## src/hdl/a2fe_pkg.sv

```systemverilog
package a2fe_pkg;

  // Default number of fraction bits of an incoming gene
  localparam int GENE_FRAC_BITS = 12;

  // Fixed-point constants
  localparam logic [31:0] ONE_Q16        = 32'h0001_0000;
  localparam logic [33:0] TEN_Q16        = 34'd655360;
  localparam logic [30:0] ONE_Q30        = 31'h4000_0000;
  localparam logic [30:0] HALF_PI_Q30    = 31'd1686629713;
  localparam logic [31:0] INV_TWO_PI_Q32 = 32'd683565276;

  // First probe bit of the digit-by-digit square root
  localparam logic [47:0] SQRT_BIT0 = 48'h4000_0000_0000;

  // Horner divisors of the sine polynomial, with floor(2^33 / d) reciprocals
  localparam int DIV_CNT = 5;
  localparam int IDX_W   = $clog2(DIV_CNT);

  // Normalization: (v + 10) / 20 via floor(2^36 / 20)
  localparam logic [31:0] NORM_RECIP = 32'd3435973836;
  localparam logic [4:0]  NORM_DIV   = 5'd20;
  localparam logic [4:0]  NORM_BIAS  = 5'd10;

  // Datapath operations
  typedef enum logic [4:0] {
    OP_NOP,
    OP_LOAD,
    OP_PHASE,
    OP_ANGLE,
    OP_RSQ,
    OP_R2,
    OP_TMUL,
    OP_RECIP,
    OP_CORR,
    OP_SMUL,
    OP_SIN,
    OP_TERM,
    OP_TM,
    OP_PROD,
    OP_UPDATE,
    OP_NORM_A,
    OP_NORM_B,
    OP_NORM_C
  } op_t;

  typedef struct packed {
    op_t op;
  } dp_cmd_t;

  typedef struct packed {
    logic sqrt_done;
    logic div_last;
    logic last_gene;
    logic out_free;
  } dp_stat_t;

  // Divisor of Horner step i: 110, 72, 42, 20, 6
  function automatic logic [6:0] div_const(input logic [IDX_W-1:0] i);
    logic [6:0] d;
    case (i)
      3'd0:    d = 7'd110;
      3'd1:    d = 7'd72;
      3'd2:    d = 7'd42;
      3'd3:    d = 7'd20;
      3'd4:    d = 7'd6;
      default: d = 7'd6;
    endcase
    return d;
  endfunction

  // floor(2^33 / divisor) of Horner step i
  function automatic logic [31:0] recip_const(input logic [IDX_W-1:0] i);
    logic [31:0] m;
    case (i)
      3'd0:    m = 32'd78090314;
      3'd1:    m = 32'd119304647;
      3'd2:    m = 32'd204522252;
      3'd3:    m = 32'd429496729;
      3'd4:    m = 32'd1431655765;
      default: m = 32'd1431655765;
    endcase
    return m;
  endfunction

endpackage

```

## src/hdl/a2fe_ctrl.sv

```systemverilog
module a2fe_ctrl (
  input  logic               clk,
  input  logic               rst_n,
  input  logic               in_valid,
  output logic               in_stall,
  output a2fe_pkg::dp_cmd_t  cmd,
  input  a2fe_pkg::dp_stat_t stat
);

  typedef enum logic [16:0] {
    ST_IDLE   = 17'h00001,
    ST_PHASE  = 17'h00002,
    ST_ANGLE  = 17'h00004,
    ST_RSQ    = 17'h00008,
    ST_R2     = 17'h00010,
    ST_TMUL   = 17'h00020,
    ST_RECIP  = 17'h00040,
    ST_CORR   = 17'h00080,
    ST_SMUL   = 17'h00100,
    ST_SIN    = 17'h00200,
    ST_TERM   = 17'h00400,
    ST_TM     = 17'h00800,
    ST_PROD   = 17'h01000,
    ST_UPDATE = 17'h02000,
    ST_NORM_A = 17'h04000,
    ST_NORM_B = 17'h08000,
    ST_NORM_C = 17'h10000
  } state_t;

  state_t state_r;
  state_t state_nxt;

  // Take a new item only between genes
  assign in_stall = (state_r != ST_IDLE);

  // Sequence the datapath one operation per cycle, but for the holds on the square root and the output register
  always_comb begin
    state_nxt = state_r;
    cmd.op    = a2fe_pkg::OP_NOP;
    case (state_r)
      ST_IDLE: begin
        if (in_valid) begin
          cmd.op    = a2fe_pkg::OP_LOAD;
          state_nxt = ST_PHASE;
        end
      end
      ST_PHASE: begin
        cmd.op    = a2fe_pkg::OP_PHASE;
        state_nxt = ST_ANGLE;
      end
      ST_ANGLE: begin
        cmd.op    = a2fe_pkg::OP_ANGLE;
        state_nxt = ST_RSQ;
      end
      ST_RSQ: begin
        cmd.op    = a2fe_pkg::OP_RSQ;
        state_nxt = ST_R2;
      end
      ST_R2: begin
        cmd.op    = a2fe_pkg::OP_R2;
        state_nxt = ST_TMUL;
      end
      ST_TMUL: begin
        cmd.op    = a2fe_pkg::OP_TMUL;
        state_nxt = ST_RECIP;
      end
      ST_RECIP: begin
        cmd.op    = a2fe_pkg::OP_RECIP;
        state_nxt = ST_CORR;
      end
      ST_CORR: begin
        cmd.op    = a2fe_pkg::OP_CORR;
        state_nxt = stat.div_last ? ST_SMUL : ST_TMUL;
      end
      ST_SMUL: begin
        cmd.op    = a2fe_pkg::OP_SMUL;
        state_nxt = ST_SIN;
      end
      ST_SIN: begin
        cmd.op    = a2fe_pkg::OP_SIN;
        state_nxt = ST_TERM;
      end
      // Hold until the square root has settled
      ST_TERM: begin
        if (stat.sqrt_done) begin
          cmd.op    = a2fe_pkg::OP_TERM;
          state_nxt = ST_TM;
        end
      end
      ST_TM: begin
        cmd.op    = a2fe_pkg::OP_TM;
        state_nxt = ST_PROD;
      end
      ST_PROD: begin
        cmd.op    = a2fe_pkg::OP_PROD;
        state_nxt = ST_UPDATE;
      end
      ST_UPDATE: begin
        cmd.op    = a2fe_pkg::OP_UPDATE;
        state_nxt = stat.last_gene ? ST_NORM_A : ST_IDLE;
      end
      ST_NORM_A: begin
        cmd.op    = a2fe_pkg::OP_NORM_A;
        state_nxt = ST_NORM_B;
      end
      ST_NORM_B: begin
        cmd.op    = a2fe_pkg::OP_NORM_B;
        state_nxt = ST_NORM_C;
      end
      // Hold until the output register can take the result
      ST_NORM_C: begin
        if (stat.out_free) begin
          cmd.op    = a2fe_pkg::OP_NORM_C;
          state_nxt = ST_IDLE;
        end
      end
      default: begin
        state_nxt = ST_IDLE;
      end
    endcase
  end

  always_ff @(posedge clk) begin
    if (!rst_n) begin
      state_r <= ST_IDLE;
    end else begin
      state_r <= state_nxt;
    end
  end

endmodule

```

## src/hdl/a2fe_dp.sv

```systemverilog
module a2fe_dp #(
  parameter int GENE_FRAC_BITS = a2fe_pkg::GENE_FRAC_BITS
) (
  input  logic                clk,
  input  logic                rst_n,
  input  a2fe_pkg::dp_cmd_t   cmd,
  output a2fe_pkg::dp_stat_t  stat,
  input  logic [15:0]         in_gene,
  input  logic                in_last_gene,
  output logic                out_valid,
  input  logic                out_stall,
  output logic signed [31:0]  out_func_value,
  output logic signed [31:0]  out_norm_fitness,
  output logic                out_saturated
);

  localparam int ShiftL = (GENE_FRAC_BITS <= 16) ? 16 - GENE_FRAC_BITS : 0;
  localparam int ShiftR = (GENE_FRAC_BITS > 16) ? GENE_FRAC_BITS - 16 : 0;

  // Gene and square root state
  logic [31:0] x_r;
  logic        last_r;
  logic [47:0] n_r;
  logic [47:0] res_r;
  logic [47:0] bit_r;

  // Shared multiplier and sine state
  logic [63:0] mul_r;
  logic [1:0]  quad_r;
  logic [30:0] r_r;
  logic [31:0] r2_r;
  logic [30:0] t_r;
  logic [31:0] p_r;
  logic [a2fe_pkg::IDX_W-1:0] idx_r;
  logic [17:0] sm_r;
  logic        sneg_r;

  // Product and normalization state
  logic [24:0] tm_r;
  logic [31:0] pm_r;
  logic        pneg_r;
  logic [31:0] prod_r;
  logic        sat_r;
  logic [31:0] vm_r;
  logic        vneg_r;

  // Output register
  logic        out_valid_r;
  logic [31:0] out_func_r;
  logic [31:0] out_norm_r;
  logic        out_sat_r;

  logic [31:0] gene_q16;
  logic [47:0] sq_sum;
  logic        sq_ge;
  logic [31:0] mul_a;
  logic [31:0] mul_b;
  logic [63:0] mul_nxt;
  logic        mul_en;

  logic [29:0] f_raw;
  logic [30:0] f_fold;
  logic [30:0] r_w;
  logic [31:0] r2_w;
  logic [29:0] q_est;
  logic [6:0]  div_w;
  logic [36:0] qd;
  logic [32:0] corr_rem;
  logic [30:0] corr_q;
  logic [31:0] sin_round;
  logic [40:0] tm_round;
  logic [57:0] upd_round;
  logic [41:0] upd_m;
  logic        upd_neg;
  logic [31:0] prod_nxt;
  logic        sat_nxt;
  logic [33:0] norm_v;
  logic [33:0] norm_vm;
  logic [27:0] nq_est;
  logic [32:0] nqd;
  logic [32:0] nrem;
  logic [31:0] nq;
  logic [31:0] nf;

  // Align the gene to Q16.16
  assign gene_q16 = (32'(in_gene) << ShiftL) >> ShiftR;

  // Square root: one result bit per cycle, runs beside the sine sequence
  assign sq_sum = res_r + bit_r;
  assign sq_ge  = (n_r >= sq_sum);

  always_ff @(posedge clk) begin
    if (!rst_n) begin
      bit_r <= '0;
    end else if (cmd.op == a2fe_pkg::OP_LOAD) begin
      bit_r <= a2fe_pkg::SQRT_BIT0;
    end else if (bit_r != '0) begin
      bit_r <= bit_r >> 2;
    end
  end

  always_ff @(posedge clk) begin
    if (cmd.op == a2fe_pkg::OP_LOAD) begin
      n_r   <= {gene_q16, 16'h0000};
      res_r <= '0;
    end else if (bit_r != '0) begin
      if (sq_ge) begin
        n_r   <= n_r - sq_sum;
        res_r <= (res_r >> 1) + bit_r;
      end else begin
        res_r <= res_r >> 1;
      end
    end
  end

  // Fields taken from the last product
  assign f_raw  = mul_r[45:16];
  assign f_fold = mul_r[46] ? (a2fe_pkg::ONE_Q30 - {1'b0, f_raw}) : {1'b0, f_raw};
  assign r_w    = mul_r[60:30];
  assign r2_w   = mul_r[61:30];
  assign q_est  = mul_r[62:33];
  assign nq_est = mul_r[63:36];

  // Select the multiplier operands
  always_comb begin
    mul_a = '0;
    mul_b = '0;
    case (cmd.op)
      a2fe_pkg::OP_PHASE: begin
        mul_a = x_r;
        mul_b = a2fe_pkg::INV_TWO_PI_Q32;
      end
      a2fe_pkg::OP_ANGLE: begin
        mul_a = 32'(f_fold);
        mul_b = 32'(a2fe_pkg::HALF_PI_Q30);
      end
      a2fe_pkg::OP_RSQ: begin
        mul_a = 32'(r_w);
        mul_b = 32'(r_w);
      end
      a2fe_pkg::OP_TMUL: begin
        mul_a = r2_r;
        mul_b = 32'(t_r);
      end
      a2fe_pkg::OP_RECIP: begin
        mul_a = r2_w;
        mul_b = a2fe_pkg::recip_const(idx_r);
      end
      a2fe_pkg::OP_SMUL: begin
        mul_a = 32'(r_r);
        mul_b = 32'(t_r);
      end
      a2fe_pkg::OP_TERM: begin
        mul_a = 32'(res_r[20:0]);
        mul_b = 32'(sm_r);
      end
      a2fe_pkg::OP_PROD: begin
        mul_a = pm_r;
        mul_b = 32'(tm_r);
      end
      a2fe_pkg::OP_NORM_B: begin
        mul_a = vm_r;
        mul_b = a2fe_pkg::NORM_RECIP;
      end
      default: begin
        mul_a = '0;
        mul_b = '0;
      end
    endcase
  end

  assign mul_nxt = 64'(mul_a) * 64'(mul_b);

  always_comb begin
    case (cmd.op) inside
      a2fe_pkg::OP_PHASE, a2fe_pkg::OP_ANGLE, a2fe_pkg::OP_RSQ, a2fe_pkg::OP_TMUL,
      a2fe_pkg::OP_RECIP, a2fe_pkg::OP_SMUL, a2fe_pkg::OP_TERM, a2fe_pkg::OP_PROD,
      a2fe_pkg::OP_NORM_B: mul_en = 1'b1;
      default:             mul_en = 1'b0;
    endcase
  end

  always_ff @(posedge clk) begin
    if (mul_en) begin
      mul_r <= mul_nxt;
    end
  end

  // Horner step: exact quotient by a constant from the reciprocal estimate
  assign div_w    = a2fe_pkg::div_const(idx_r);
  assign qd       = 37'(q_est) * 37'(div_w);
  assign corr_rem = {1'b0, p_r} - qd[32:0];
  assign corr_q   = {1'b0, q_est} + 31'(corr_rem >= 33'(div_w));

  // Round the sine to Q2.16 and the term to Q9.16
  assign sin_round = 32'(r_w) + 32'h0000_2000;
  assign tm_round  = {1'b0, mul_r[39:0]} + 41'h0_0000_8000;

  // Round, sign and clamp the new running product
  assign upd_round = mul_r[57:0] + 58'h800_0;
  assign upd_m     = upd_round[57:16];
  assign upd_neg   = (pneg_r != sneg_r) && (upd_m != '0);

  always_comb begin
    prod_nxt = prod_r;
    sat_nxt  = sat_r;
    if (!upd_neg) begin
      if (upd_m > 42'h0_7FFF_FFFF) begin
        prod_nxt = 32'h7FFF_FFFF;
        sat_nxt  = 1'b1;
      end else begin
        prod_nxt = upd_m[31:0];
      end
    end else begin
      if (upd_m > 42'h0_8000_0000) begin
        prod_nxt = 32'h8000_0000;
        sat_nxt  = 1'b1;
      end else begin
        prod_nxt = 32'h0 - upd_m[31:0];
      end
    end
  end

  // Normalization: magnitude of (product + 10), rounded quotient by 20, then the sign put back
  assign norm_v  = {{2{prod_r[31]}}, prod_r} + a2fe_pkg::TEN_Q16;
  assign norm_vm = norm_v[33] ? (34'h0 - norm_v) : norm_v;
  assign nqd     = 33'(nq_est) * 33'(a2fe_pkg::NORM_DIV);
  assign nrem    = {1'b0, vm_r} - nqd;
  assign nq      = 32'(nq_est) + 32'(nrem >= 33'(a2fe_pkg::NORM_DIV));
  assign nf      = vneg_r ? (32'h0 - nq) : nq;

  // Payload registers of the load, sine, product and normalization steps
  always_ff @(posedge clk) begin
    case (cmd.op)
      a2fe_pkg::OP_LOAD: begin
        x_r    <= gene_q16;
        last_r <= in_last_gene;
      end
      a2fe_pkg::OP_ANGLE: begin
        quad_r <= mul_r[47:46];
      end
      a2fe_pkg::OP_RSQ: begin
        r_r <= r_w;
      end
      a2fe_pkg::OP_R2: begin
        r2_r  <= r2_w;
        t_r   <= a2fe_pkg::ONE_Q30;
        idx_r <= '0;
      end
      a2fe_pkg::OP_RECIP: begin
        p_r <= r2_w;
      end
      a2fe_pkg::OP_CORR: begin
        t_r   <= a2fe_pkg::ONE_Q30 - corr_q;
        idx_r <= idx_r + a2fe_pkg::IDX_W'(1);
      end
      a2fe_pkg::OP_SIN: begin
        sm_r   <= sin_round[31:14];
        sneg_r <= quad_r[1];
      end
      a2fe_pkg::OP_TM: begin
        tm_r   <= tm_round[40:16];
        pm_r   <= prod_r[31] ? (32'h0 - prod_r) : prod_r;
        pneg_r <= prod_r[31];
      end
      a2fe_pkg::OP_NORM_A: begin
        vm_r   <= norm_vm[31:0] + 32'(a2fe_pkg::NORM_BIAS);
        vneg_r <= norm_v[33];
      end
      default: begin
      end
    endcase
  end

  // Running product and clip flag; restart after the last gene
  always_ff @(posedge clk) begin
    if (!rst_n) begin
      prod_r <= a2fe_pkg::ONE_Q16;
      sat_r  <= 1'b0;
    end else if (cmd.op == a2fe_pkg::OP_UPDATE) begin
      prod_r <= prod_nxt;
      sat_r  <= sat_nxt;
    end else if (cmd.op == a2fe_pkg::OP_NORM_C) begin
      prod_r <= a2fe_pkg::ONE_Q16;
      sat_r  <= 1'b0;
    end
  end

  // Output register: load the result item, drop it once taken
  always_ff @(posedge clk) begin
    if (!rst_n) begin
      out_valid_r <= 1'b0;
    end else if (cmd.op == a2fe_pkg::OP_NORM_C) begin
      out_valid_r <= 1'b1;
    end else if (!out_stall) begin
      out_valid_r <= 1'b0;
    end
  end

  always_ff @(posedge clk) begin
    if (cmd.op == a2fe_pkg::OP_NORM_C) begin
      out_func_r <= prod_r;
      out_norm_r <= nf;
      out_sat_r  <= sat_r;
    end
  end

  assign out_valid        = out_valid_r;
  assign out_func_value   = $signed(out_func_r);
  assign out_norm_fitness = $signed(out_norm_r);
  assign out_saturated    = out_sat_r;

  // Status back to the controller
  assign stat.sqrt_done = (bit_r == '0);
  assign stat.div_last  = (idx_r == a2fe_pkg::IDX_W'(a2fe_pkg::DIV_CNT - 1));
  assign stat.last_gene = last_r;
  assign stat.out_free  = !out_valid_r || !out_stall;

endmodule

```

## src/hdl/alpine2_fitness_evaluator_top.sv

```systemverilog
// Alpine2 fitness evaluator: running product of sqrt(gene)*sin(gene), one gene per item.
// Genes are taken one at a time: a new gene is accepted only after the last one has updated
// the running product; the 24-step square root, run beside the shared-multiplier sine sequence,
// sets this pace. The result item is loaded into the output register after normalization.
// Reset (rst_n, synchronous, active low): idle, running product 1.0, clip flag clear,
// no result item pending.
module alpine2_fitness_evaluator_top #(
  parameter int GENE_FRAC_BITS = a2fe_pkg::GENE_FRAC_BITS
) (
  input  logic               clk,
  input  logic               rst_n,
  input  logic               in_valid,
  output logic               in_stall,
  input  logic [15:0]        in_gene,
  input  logic               in_last_gene,
  output logic               out_valid,
  input  logic               out_stall,
  output logic signed [31:0] out_func_value,
  output logic signed [31:0] out_norm_fitness,
  output logic               out_saturated
);

  a2fe_pkg::dp_cmd_t  cmd;
  a2fe_pkg::dp_stat_t stat;

  // Sequencer
  a2fe_ctrl u_ctrl (
    .clk      (clk),
    .rst_n    (rst_n),
    .in_valid (in_valid),
    .in_stall (in_stall),
    .cmd      (cmd),
    .stat     (stat)
  );

  // Arithmetic and result register
  a2fe_dp #(
    .GENE_FRAC_BITS (GENE_FRAC_BITS)
  ) u_dp (
    .clk              (clk),
    .rst_n            (rst_n),
    .cmd              (cmd),
    .stat             (stat),
    .in_gene          (in_gene),
    .in_last_gene     (in_last_gene),
    .out_valid        (out_valid),
    .out_stall        (out_stall),
    .out_func_value   (out_func_value),
    .out_norm_fitness (out_norm_fitness),
    .out_saturated    (out_saturated)
  );

endmodule
```

## config.mk

```make
export PLATFORM = sky130hd
export DESIGN_NAME = alpine2_fitness_evaluator_top
export DESIGN_NICKNAME = d
export VERILOG_FILES = /design/src/hdl/a2fe_pkg.sv /design/src/hdl/a2fe_ctrl.sv /design/src/hdl/a2fe_dp.sv /design/src/hdl/alpine2_fitness_evaluator_top.sv
export SDC_FILE = /design/constraint.sdc
export NUM_CORES = 2
export LEC_CHECK = 0
export BUFFER_PORTS_ARGS = -buffer_cell sky130_fd_sc_hd__buf_2
export CORE_UTILIZATION = 30
export DETAILED_ROUTE_END_ITERATION = 7
export PLACE_DENSITY = 0.53
export SLEW_MARGIN = 20
export SYNTH_ARGS = -nofsm -noshare
export SYNTH_HDL_FRONTEND = slang
export SYNTH_HIERARCHICAL = 1
export SYNTH_SLANG_ARGS = --single-unit
```

## constraint.sdc

```tcl
create_clock -name clk -period 12 [get_ports clk]
set_input_delay 1.2 -clock clk [delete_from_list [all_inputs] [get_ports clk]]
set_output_delay 1.2 -clock clk [all_outputs]
set_load 0.02 [all_outputs]
```

==> results.md <==
* Outcome: complete, no violations
* Yosys reg bits at 540
* IO Count at 88
* First-pass GRT wire length at 470,000 µm
* Largest net degree at the start of global routing at 64
* Crit-path max FO at 11
* Post-synthesis sequential area ratio at 19.4%
* Worst r2r src: u_dp/bit_r[10]
* Worst r2r path cells at 41
* Tcrit/Tclk final at 97.3%
* Synth Instances at between 8,000 and 9,000
* Area added between synthesis and finish at 15.6%
* Worst slew margin at 11.8%
* Clk sinks at 540
* Placed Area at 0.0846 mm²
* LEAKAGE at 39.6 nW
* DRC viols at 0
* Port Buffers at 87
* Crit-path slowest cell: nor4_2
* Clock-pin slew of the registers on the worst-case setup and hold paths at roughly 0.070 ns
* Yosys cell types at around 110
* Max cap viols at 0
* Hold_sp: u_dp/quad_r[1]
* Avg Synthesized Cell Area at 8.80 µm²
* Power Dens Cells at ~150 mW/mm²
* Vias in the first global route at 65,601
* Number of warnings issued by yosys at 6
* Cell Rows at 184
* Clock root cell: clkbuf_16
* Hold path cells at 0
* CP endpoint kind: register
* DR vias at 65,137
* WL/cell at between 20 and 30 µm
* Hold-fix buffer count after cts at 0
* CTS tree: built
* Stages on worst setup path at 41
* Dpl ws at -0.277 ns
* GRT Total Usage at 25.5%
* Post-route ant nets at 0
* CTS H-tree depth at 3
* Unrepaired setup endpoints after global routing: no
* Most common flop cell mapped by yosys: edfxtp_1
* Initial antenna violation count at 13
* Final HPWL DP at 272,000 µm
* Dpl cells at ~12,000
* Slowest stage delay, CP at 0.73 ns
* Top delay family on crit path: adder cells
* Finished Layout Cells at 12,404
* Initial DRC Count at about 6,300
* Routed vias/inst at 5.25
* Gp weighted congestion at 1.03
* Worst slew pin tran at roughly 1.3 ns
* Fin. max-slew vios at 0
* Post-synth EDFFs at 385
* Finished Core Util at 34.9%
* Mapped Nets at 10,269
* Initial Util at 30.2%
* IR drop worst, VDD at 0.252 mV
* Async S/R FF share, synth at 0%
* Clk_skew at 0.0567 ns
* DIE WIDTH at 504 µm
* First drt pass iteration count at 7
* Crit path from: u_dp/bit_r[10]
* Setup-failing EPs final at 0
* Die height at slightly above 500 µm
* DRT Wirelength at 328,000 µm
* Final WS setup at 0.324 ns
* Grt ovf at 0
* Fillers at 25,838
* Sum Neg Setup Slack at 0 ns
* Post-route cell area at 0.0875 mm²
* Critical Path AT at 12.11 ns
* Critical Path Start Type: register
* Core ar. at 0.251 mm²
* TritonCTS Buffers at 73
* CP dominant cell by count: fa_1
* Clk_lat worst skew at ~0.73 ns
* Share of layout cells above drive strength 1 at 11.1%
* Final min period at 11.68 ns
* Cell area after synthesis at approximately 0.076 mm²
* Area of the die at 0.254 mm²
* Crit path required time at 12.44 ns
* Critical path class: reg -> reg
* CP bufs+invs at 12
* Clock tree buffer depth at 3
* Hold Path Class: reg -> reg
* Final hold viol count at 0
* Peak Freq at 85.6 MHz
* Nets at 10,652
==> through the flow <==
step / power (W) / hold WS (ns)
floorplan: 0.00807 / 0.400
global placement: 0.0110 / 0.402
detailed placement: 0.0110 / 0.406
CTS: 0.0134 / 0.422
global route: 0.0144 / 0.435
finish: 0.0135 / 0.422
==> layout by cell type (no fill, tap or decap), types with 23 or more instances in the layout <==
cell / count
nand2_1: 1075
a21o_1: 130
mux2i_1: 24
edfxtp_1: 385
o21ai_0: 225
buf_12: 74
and2_1: 86
buf_4: 572
inv_1: 1359
xor2_1: 161
nand2b_1: 52
xnor2_1: 322
nor4_1: 37
o21ai_1: 34
fa_1: 1034
o31ai_1: 49
nor3_1: 80
ha_1: 604
clkbuf_16: 76
nor2b_1: 52
or4_1: 27
buf_2: 87
dfxtp_1: 155
o211ai_1: 23
a221oi_1: 23
a22o_1: 44
nand3_1: 124
a22oi_1: 36
and3_1: 74
o21a_1: 27
nand4_1: 81
nor2_1: 901
a31oi_1: 65
a21oi_1: 321
o21bai_1: 47
or3_1: 30
a211oi_1: 50
==> worst register-to-register path: cells and delay by family, from the launching register on <==
kind / cells / cell delay (ns)
AOI/OAI and AO/OA: 8 / 1.75
and+or+nand+nor: 11 / 2.69
adders and majority gates: 9 / 4.66
buffers and inverters: 12 / 1.86
xor gates and xnor gates: 1 / 0.14
DFF: 1 / 0.31
==> metal layers <==
layer  track usage (%)  vias to the layer above  share of wire, %  wire length [µm]
li1                  -                    28870                 -                 -
met1              34.8                    33105                44            143000
met2              40.2                     2707                45            147000
met3              4.42                      453               7.4             24200
met4              9.24                        2               4.1             13500
met5                 0                        -            0.0037                12
==> area by class of cell <==
cell class / instances / area [µm²] / share of cell area, %
antenna: 6 / 15.0 / 0.0171
clock buffer: 90 / 1950 / 2.23
clock inverter: 42 / 517 / 0.590
inverter: 1374 / 5160 / 5.89
multi-input combinational: 6265 / 54700 / 62.5
sequential: 540 / 14700 / 16.7
tap: 3348 / 4190 / 4.78
timing repair buffer: 739 / 6310 / 7.21
==> cell usage after synthesis (55+ instances only) <==
library cell | count | area, µm²
nand3_1 | 125 | 626
nand2_1 | 1076 | 4040
xnor2_1 | 322 | 2820
fa_1 | 1034 | 20700
a21o_1 | 131 | 983
nand4_1 | 81 | 507
and3_1 | 75 | 469
a21oi_1 | 326 | 1630
xor2_1 | 161 | 1410
dfxtp_1 | 155 | 3100
clkbuf_1 | 387 | 1450
a31oi_1 | 67 | 419
inv_1 | 1360 | 5100
o21ai_0 | 236 | 1180
nor3_1 | 83 | 415
a211oi_1 | 55 | 413
ha_1 | 604 | 7560
and2_1 | 87 | 544
nor2_1 | 909 | 3410
edfxtp_1 | 385 | 11600
==> path summary, 6_finish.rpt <==
kind,endpoint,slack [ns]
setup / recovery,u_dp/mul_r[57],0.32
hold / removal,u_dp/sneg_r,0.42
hold reg to reg,u_dp/sneg_r,0.42
setup reg to reg,u_dp/mul_r[57],0.32
==> kinds of logic (layout without fill, tap and decap cells) <==
| kind of cell | Yosys count | in the layout | synth area share (%) |
|---|---|---|---|
| simple gates | 2764 | 2764 | 16.3 |
| other cells | 0 | 6 | 0 |
| compound gates | 1351 | 1351 | 12.0 |
| buf+inv | 1805 | 2245 | 9.01 |
| flops | 540 | 540 | 19.4 |
| xor+xnor | 483 | 483 | 5.59 |
| fa+ha+maj | 1638 | 1638 | 37.3 |
| mux | 29 | 29 | 0.392 |
==> registers in the layout (all words and copies together), names as in the netlist, 25 cells and up <==
| signal | cells |
|---|---|
| u_dp/p_r | 32 |
| u_dp/out_func_value | 32 |
| u_dp/out_norm_fitness | 30 |
| u_dp/mul_r | 49 |
| u_dp/res_r | 48 |
| u_dp/r_r | 31 |
| u_dp/prod_r | 32 |
| u_dp/t_r | 31 |
| u_dp/r2_r | 32 |
| u_dp/n_r | 48 |
| u_dp/pm_r | 32 |
| u_dp/tm_r | 25 |
| u_dp/vm_r | 32 |
==> power by group <==
part,leakage [nW],internal (W),total (W),switching (W)
logic,33.9,0.00309,0.00846,0.00537
clock network,1.18,0.00133,0.00230,0.000970
registers,4.59,0.00230,0.00270,0.000396
total,39.6,0.00672,0.0135,0.00673
==> what timing repair did <==
action | CTS | global route
pin swaps | 1 | 9
gates cloned | 0 | 1
resized for setup | 2 | 38
setup endpoints to repair | 2 | 26
buffers inserted | 1 | 19
Note: power is estimated with default switching activity, not from simulation.
